[src/rtl/trms_pkg.sv]
package trms_pkg;

  // Record framing
  localparam int RECORD_BYTES = 19;
  localparam int POS_W        = 5;
  localparam logic [POS_W-1:0] POS_COORD  = 5'd13;
  localparam logic [POS_W-1:0] POS_EYE_R  = 5'd14;
  localparam logic [POS_W-1:0] POS_EYE_C  = 5'd15;
  localparam logic [POS_W-1:0] POS_EYE_L  = 5'd16;
  localparam logic [POS_W-1:0] POS_LED    = 5'd17;
  localparam logic [POS_W-1:0] POS_MODULE = 5'd18;
  localparam logic [POS_W-1:0] POS_LAST   = POS_W'(RECORD_BYTES - 1);

  localparam logic [3:0] EYE_MASK    = 4'h0F;
  localparam logic [6:0] LED_MASK    = 7'h7F;
  localparam logic [3:0] MODULE_MASK = 4'h0F;

  // Marker key is module*128 + LED
  localparam int KEY_W       = 11;
  localparam int MIN_ENTRIES = 16;
  localparam int QUO_W       = KEY_W - $clog2(MIN_ENTRIES);

  // Field widths
  localparam int CMD_W     = 2;
  localparam int OUT_W     = 24;
  localparam int MINF_W    = 24;
  localparam int THR_W     = 9;
  localparam int CFG_W     = 24;
  localparam int CFG_IDX_W = 1;

  // Parameter defaults
  localparam int COUNT_WIDTH_DEF    = 24;
  localparam int MARKER_ENTRIES_DEF = 2048;

  // Register reset values
  localparam logic [MINF_W-1:0] MIN_FRAMES_RST   = 24'd10;
  localparam logic [THR_W-1:0]  THRESHOLD_RST    = 9'd128;

  // Command codes
  localparam logic [CMD_W-1:0] CMD_BYTE  = 2'd0;
  localparam logic [CMD_W-1:0] CMD_QUERY = 2'd1;
  localparam logic [CMD_W-1:0] CMD_CLEAR = 2'd2;

  // Register indexes
  localparam logic [CFG_IDX_W-1:0] REG_MIN_FRAMES = 1'd0;
  localparam logic [CFG_IDX_W-1:0] REG_THRESHOLD  = 1'd1;

  typedef struct packed {
    logic [CMD_W-1:0] cmd;
    logic [7:0]       link_byte;
    logic [3:0]       query_module;
    logic [6:0]       query_led;
  } in_t;

  typedef struct packed {
    logic [OUT_W-1:0] frames_total;
    logic [OUT_W-1:0] frames_valid;
    logic [OUT_W-1:0] frames_coord_ok;
    logic [OUT_W-1:0] frames_not_all_ok;
    logic             enough_frames;
    logic             present;
  } out_t;

  // Controller to datapath
  typedef struct packed {
    logic take;       // input transfer this cycle
    logic upd_wr;     // write back updated counters
    logic clr_start;  // restart the clearing sweep
    logic clr_wr;     // clear one memory entry
    logic mul_ld;     // capture query read data and product
    logic out_ld;     // load the result register
  } trms_ctl_t;

  // Datapath to controller
  typedef struct packed {
    logic rec_end;    // byte position is the last of a record
    logic clr_last;   // sweep is at the last entry
    logic out_free;   // result register can take a new result
  } trms_sts_t;

endpackage

[src/rtl/trms_ctrl.sv]
module trms_ctrl import trms_pkg::*; (
  input  logic             clk,
  input  logic             rst_n,
  input  logic             in_valid,
  input  logic [CMD_W-1:0] in_cmd,
  output logic             in_ready,
  input  trms_sts_t        sts,
  output trms_ctl_t        ctl
);

  typedef enum logic [2:0] {
    S_CLR,
    S_IDLE,
    S_UPD,
    S_QMUL,
    S_QOUT
  } state_t;

  state_t state_r, state_nxt;

  always_comb begin
    state_nxt = state_r;
    ctl       = '0;
    in_ready  = 1'b0;
    case (state_r)
      S_CLR: begin
        ctl.clr_wr = 1'b1;
        if (sts.clr_last) begin
          state_nxt = S_IDLE;
        end
      end
      S_IDLE: begin
        in_ready = 1'b1;
        if (in_valid) begin
          ctl.take = 1'b1;
          case (in_cmd)
            CMD_BYTE: begin
              if (sts.rec_end) begin
                state_nxt = S_UPD;
              end
            end
            CMD_QUERY: state_nxt = S_QMUL;
            CMD_CLEAR: begin
              ctl.clr_start = 1'b1;
              state_nxt     = S_CLR;
            end
            default: ;
          endcase
        end
      end
      S_UPD: begin
        ctl.upd_wr = 1'b1;
        state_nxt  = S_IDLE;
      end
      S_QMUL: begin
        ctl.mul_ld = 1'b1;
        state_nxt  = S_QOUT;
      end
      S_QOUT: begin
        // hold until the result register is free
        if (sts.out_free) begin
          ctl.out_ld = 1'b1;
          state_nxt  = S_IDLE;
        end
      end
      default: state_nxt = S_IDLE;
    endcase
  end

  always_ff @(posedge clk) begin
    if (!rst_n) begin
      state_r <= S_CLR;
    end else begin
      state_r <= state_nxt;
    end
  end

endmodule

[config.mk]
export PLATFORM = sky130hd
export DESIGN_NAME = trms_ctrl
export DESIGN_NICKNAME = d
export VERILOG_FILES = /design/src/rtl/trms_pkg.sv /design/src/rtl/trms_ctrl.sv
export SDC_FILE = /design/constraint.sdc
export NUM_CORES = 1
export LEC_CHECK = 0
export ABC_AREA = 0
export BUFFER_PORTS_ARGS = -buffer_cell sky130_fd_sc_hd__buf_2
export CORE_AREA = 2 2 39 41
export CTS_CLUSTER_DIAMETER = 30
export CTS_CLUSTER_SIZE = 14
export DETAILED_ROUTE_END_ITERATION = 16
export DIE_AREA = 0 0 41 43
export MAX_ROUTING_LAYER = met4
export PLACE_DENSITY = 0.39
export SLEW_MARGIN = 20
export SYNTH_ARGS = -nofsm -noshare
export SYNTH_HDL_FRONTEND = slang
export SYNTH_SLANG_ARGS = --single-unit
[constraint.sdc]
create_clock -name clk -period 3.75 [get_ports clk]
set_clock_uncertainty 0.15 [all_clocks]
set_input_delay 0.1875 -clock clk [delete_from_list [all_inputs] [get_ports clk]]
set_output_delay 0.1875 -clock clk [all_outputs]
set_load 0.02 [all_outputs]
---- Word level (Yosys, flattened, before mapping) ----
Index checks and enable logic that the tools add are counted.
storage, ports and cells
  register bits after elaboration ......... 3
  input bits .............................. 8
  word-level logic and storage cells ...... 32
cells by class
  eq/ne operators ......................... 11
  multiplexer cells ....................... 17
  reduce and logical (&&, ||, !) cells .... 3
operators with widths
  cell                number
  $mux 3              4
  $pmux 3 s4          1
  $mux 1              11
  $pmux 3 s3          1
  $eq 3x2->1 const B  2
  $ne 2x2->1 const B  3
  $reduce_and 5->1    1
  $ne 4x1->1 const B  1
  $eq 3x1->1 const B  1
  $eq 3x3->1 const B  1
  $logic_not 3->1     1
  $ne 3x3->1 const B  1
  $eq 2x1->1 const B  1
  $eq 2x2->1 const B  1
  $logic_not 2->1     1

---- Logic depth before layout (Yosys ltp) ----
  word-level depth ........................ 4
  depth in mapped cells ................... 4
  gate-level depth less buffers ........... 3

---- Least setup slack after synthesis ----
OpenSTA, ideal clock, no wires.
  kind .................................... register to output
  start point ............................. register state_r[0]
  end point ............................... output port ctl[0] in the netlist's numbering
  arrival ................................. 1143 ps
  required time ........................... 3412 ps
  setup slack ............................. 2270 ps
  cell stages (with the launch flop) ...... 3
  path buffers ............................ 1
  path through ............................ dfxtp_1 -> clkbuf_2 -> nor4bb_1
RTL lines
  what                      RTL line         RTL
  start: declaration        trms_ctrl.sv:19  state_t state_r, state_nxt;
  start signal: assignment  trms_ctrl.sv:74  state_r <= state_nxt;
  end: declaration          trms_ctrl.sv:8   output trms_ctl_t ctl

==> results.toml <==
[pwr]
power_w = 0.000110
pwr-share-clk_pct = 50.6
p_int_w = 0.0000822
switching_share_pct = 25.2
p_per_area_nw_per_um2 = 347
p_comb_share_pct = 16.9
p_sw_w = 0.0000277
power_leakage_nw = 0.155
seqPwrFrac_pct = 32.5
ir_drop_v = 0.0000991

[worst_setup_path]
path_class = "flip-flop to output pin"
reg2reg_from = "state_r[2]"
reg2reg_slack_ns = 2.44
reg2reg_to = "state_r[2]"
cp-end-kind = "output pin"
worst-r2r-cell-count = 3
cp_max_fo = 7
cp.arrival_ns = 1.25
crit_path_start_kind = "flip-flop"
critical_path_required_ns = 3.41

[layout]
largest_reg_flops = 3
regMostFlops = "state_r"
final_area_um2 = 317
fillers = 164
area_growth_pct = 62.2
nNetsFinal = 49
largest_registers = "state_r: 3 flops"
drive_gt1_share_pct = 47.5
num_antenna_cells = 0

[routing]
ant_nets = 0
drt_pre_antenna_iters = 1
drt_iter0_drc = 0
via_per_inst = 4.07
wirelength_um = 497
vias = 228
drc = 0
avgRoutedWirePerCell_um = 8.88

[clock_tree]
cts_setup_buffers = 0
h-tree-depth = 1
cts_buffer_depth = 2
cts_sinks = 3
root_buffer = "clkbuf_4"
clk_pin_slew_worst_paths_ns = 0.03
cts_buffers = 3
clkLatencyLatePin_ns = 0.23
cts_tree = "yes"

[grt]
grt_pass1_wl_um = 703
grt_max_degree = 10
grt_antenna_before_repair = 0
grt_pass1_vias = 195
track_usage_pct = 6.37
gr-total-overflow = 0

[yosys]
synthCells = 22
yosys_warnings = 0
syn_avg_cell_area_um2 = 8.87
netlist.area_leader.share_pct = 30.8
ys_seq_area_share_pct = 30.8
syn-cell-area_um2 = 195
synthTopCellsByArea = "dfxtp_1 31%, nor4b_1 9.0%, nor3b_1 7.7%, and2_1 6.4%, and4bb_2 6.4%"
yosysMostFrequentCell = "dfxtp_1"
synth_nets = 30
synth_seq_cells = 3
synthFlopType = "dfxtp_1"
synth_edf_count = 0
synth_common_cells = "3 x dfxtp_1, 2 x and2_1, 2 x nor2_1, 2 x nor3b_1, 2 x nor4b_1"
async_flop_share_pct = 0
synth_top_area_cell = "dfxtp_1"
synth_cell_types = 16

[flow_run]
drv_cap = 0

[timing]
fmax_ghz = 0.630
finalSetupViolCount = 0
finalCritPeriodShare_pct = 42.3
maxSlewViolCount = 0
relSlewSlack_pct = 75.2
worstMarginPinSlew_ns = 0.367
period_needed_ns = 1.59
grt_setup_unrepaired = "false"
hold_viol = 0
finalSetupTns_ns = 0

[floorplan]
io-pin-count = 15
core_area_um2 = 1380
die_w_um = 41
fp.dieH_um = 43
start_util_pct = 14.1
die_area_um2 = 1760
rows = 14

[min_path]
hold_path_end = "state_r[2]"
hold_path.class = "input port to flip-flop"
whs_path_depth = 2
holdCritStartpoint = "rst_n"

[placed_design]
io_buffers = 14
dp_hpwl_um = 404
post_dp_cell_area_um2 = 280
gp_congestion = 0.706

[run_status]
outcome = "finished clean"
power by group through the flow:
stage               logic [W]  clock network (W)  registers [W]
global route        0.0000201          0.0000623      0.0000361
finish              0.0000186          0.0000556      0.0000357
global placement    0.0000183                  0      0.0000362
CTS                 0.0000189          0.0000592      0.0000358
floorplan           0.0000120                  0      0.0000343
detailed placement  0.0000180                  0      0.0000363
worst max-delay path, cell delays in order, from the launching register on:
cell     delay [ns]
dfxtp_1        0.35
nor2_1         0.15
nand3_1        0.13
nor3b_1        0.21
buf_2          0.19
stage by stage:
step / setup slack, ns / hold WS, ns / utilization, % / instances
after global placement: 2.39 / 0.241 / 20.3 / 51
after global routing: 1.96 / 0.0450 / 22.9 / 56
after floorplan: 2.27 / 0.114 / - / 22
after detailed placement: 2.38 / 0.242 / 20.3 / 51
final: 2.16 / 0.0428 / 22.9 / 56
after CTS: 2.13 / 0.0338 / 22.9 / 56
worst max-delay path by stage:
stage	startpoint	to	slack, ns	cells after the start
2_1_floorplan	state_r[0]	ctl[0]	2.27	2
3_3_place_gp	state_r[1]	ctl[3]	2.39	4
3_5_place_dp	state_r[1]	ctl[3]	2.38	4
4_1_cts	state_r[1]	ctl[3]	2.13	4
5_1_grt	state_r[1]	ctl[3]	1.96	4
6_report	state_r[1]	ctl[3]	2.16	4
area by class of cell:
class	count	area [um2]	share of cell area, %
sequential	3	60.1	19.0
clock buffer	4	26.3	8.30
inverter	1	3.75	1.19
multi-input combinational	17	126	39.9
tap	16	20.0	6.32
timing repair buffer	15	80.1	25.3
routing by layer:
| metal | GRT usage [%] | vias up | part of all wire [%] | wire length, um |
|---|---|---|---|---|
| met3 | 1.57 | 0 | 5.2 | 26 |
| li1 | - | 119 | - | - |
| met1 | 6.41 | 102 | 44 | 219 |
| met5 | - | - | 0 | 0 |
| met2 | 9.38 | 7 | 51 | 251 |
| met4 | 6.00 | 0 | 0 | 0 |
cells by family (layout without fill, tap and decap cells):
family | count (synthesis) | in the layout | share of synthesized area [%]
flops | 3 | 3 | 30.8
buf+inv | 2 | 20 | 4.48
compound gates | 2 | 2 | 8.34
simple gates | 15 | 15 | 56.4
placed cells by master, fill, tap and decap left out:
cell type      count
inv_1              1
buf_2             14
clkbuf_1           1
nor2_1             2
and2_1             2
nor3b_1            2
nor4bb_1           1
nor3_1             1
or2_1              1
nand3_1            1
dlygate4sd3_1      1
clkbuf_4           3
dfxtp_1            3
o41ai_1            1
and4bb_2           1
and3b_1            1
nor3_2             1
o21a_1             1
nor4b_1            2
repair_timing:
action / CTS / global route
endpoints found under the setup margin: 0 / 0
endpoints found under the hold margin: 1 / 0
hold buffers: 1 / 0
gates resized for setup: 0 / 0
(Power assumes the default switching activity.)
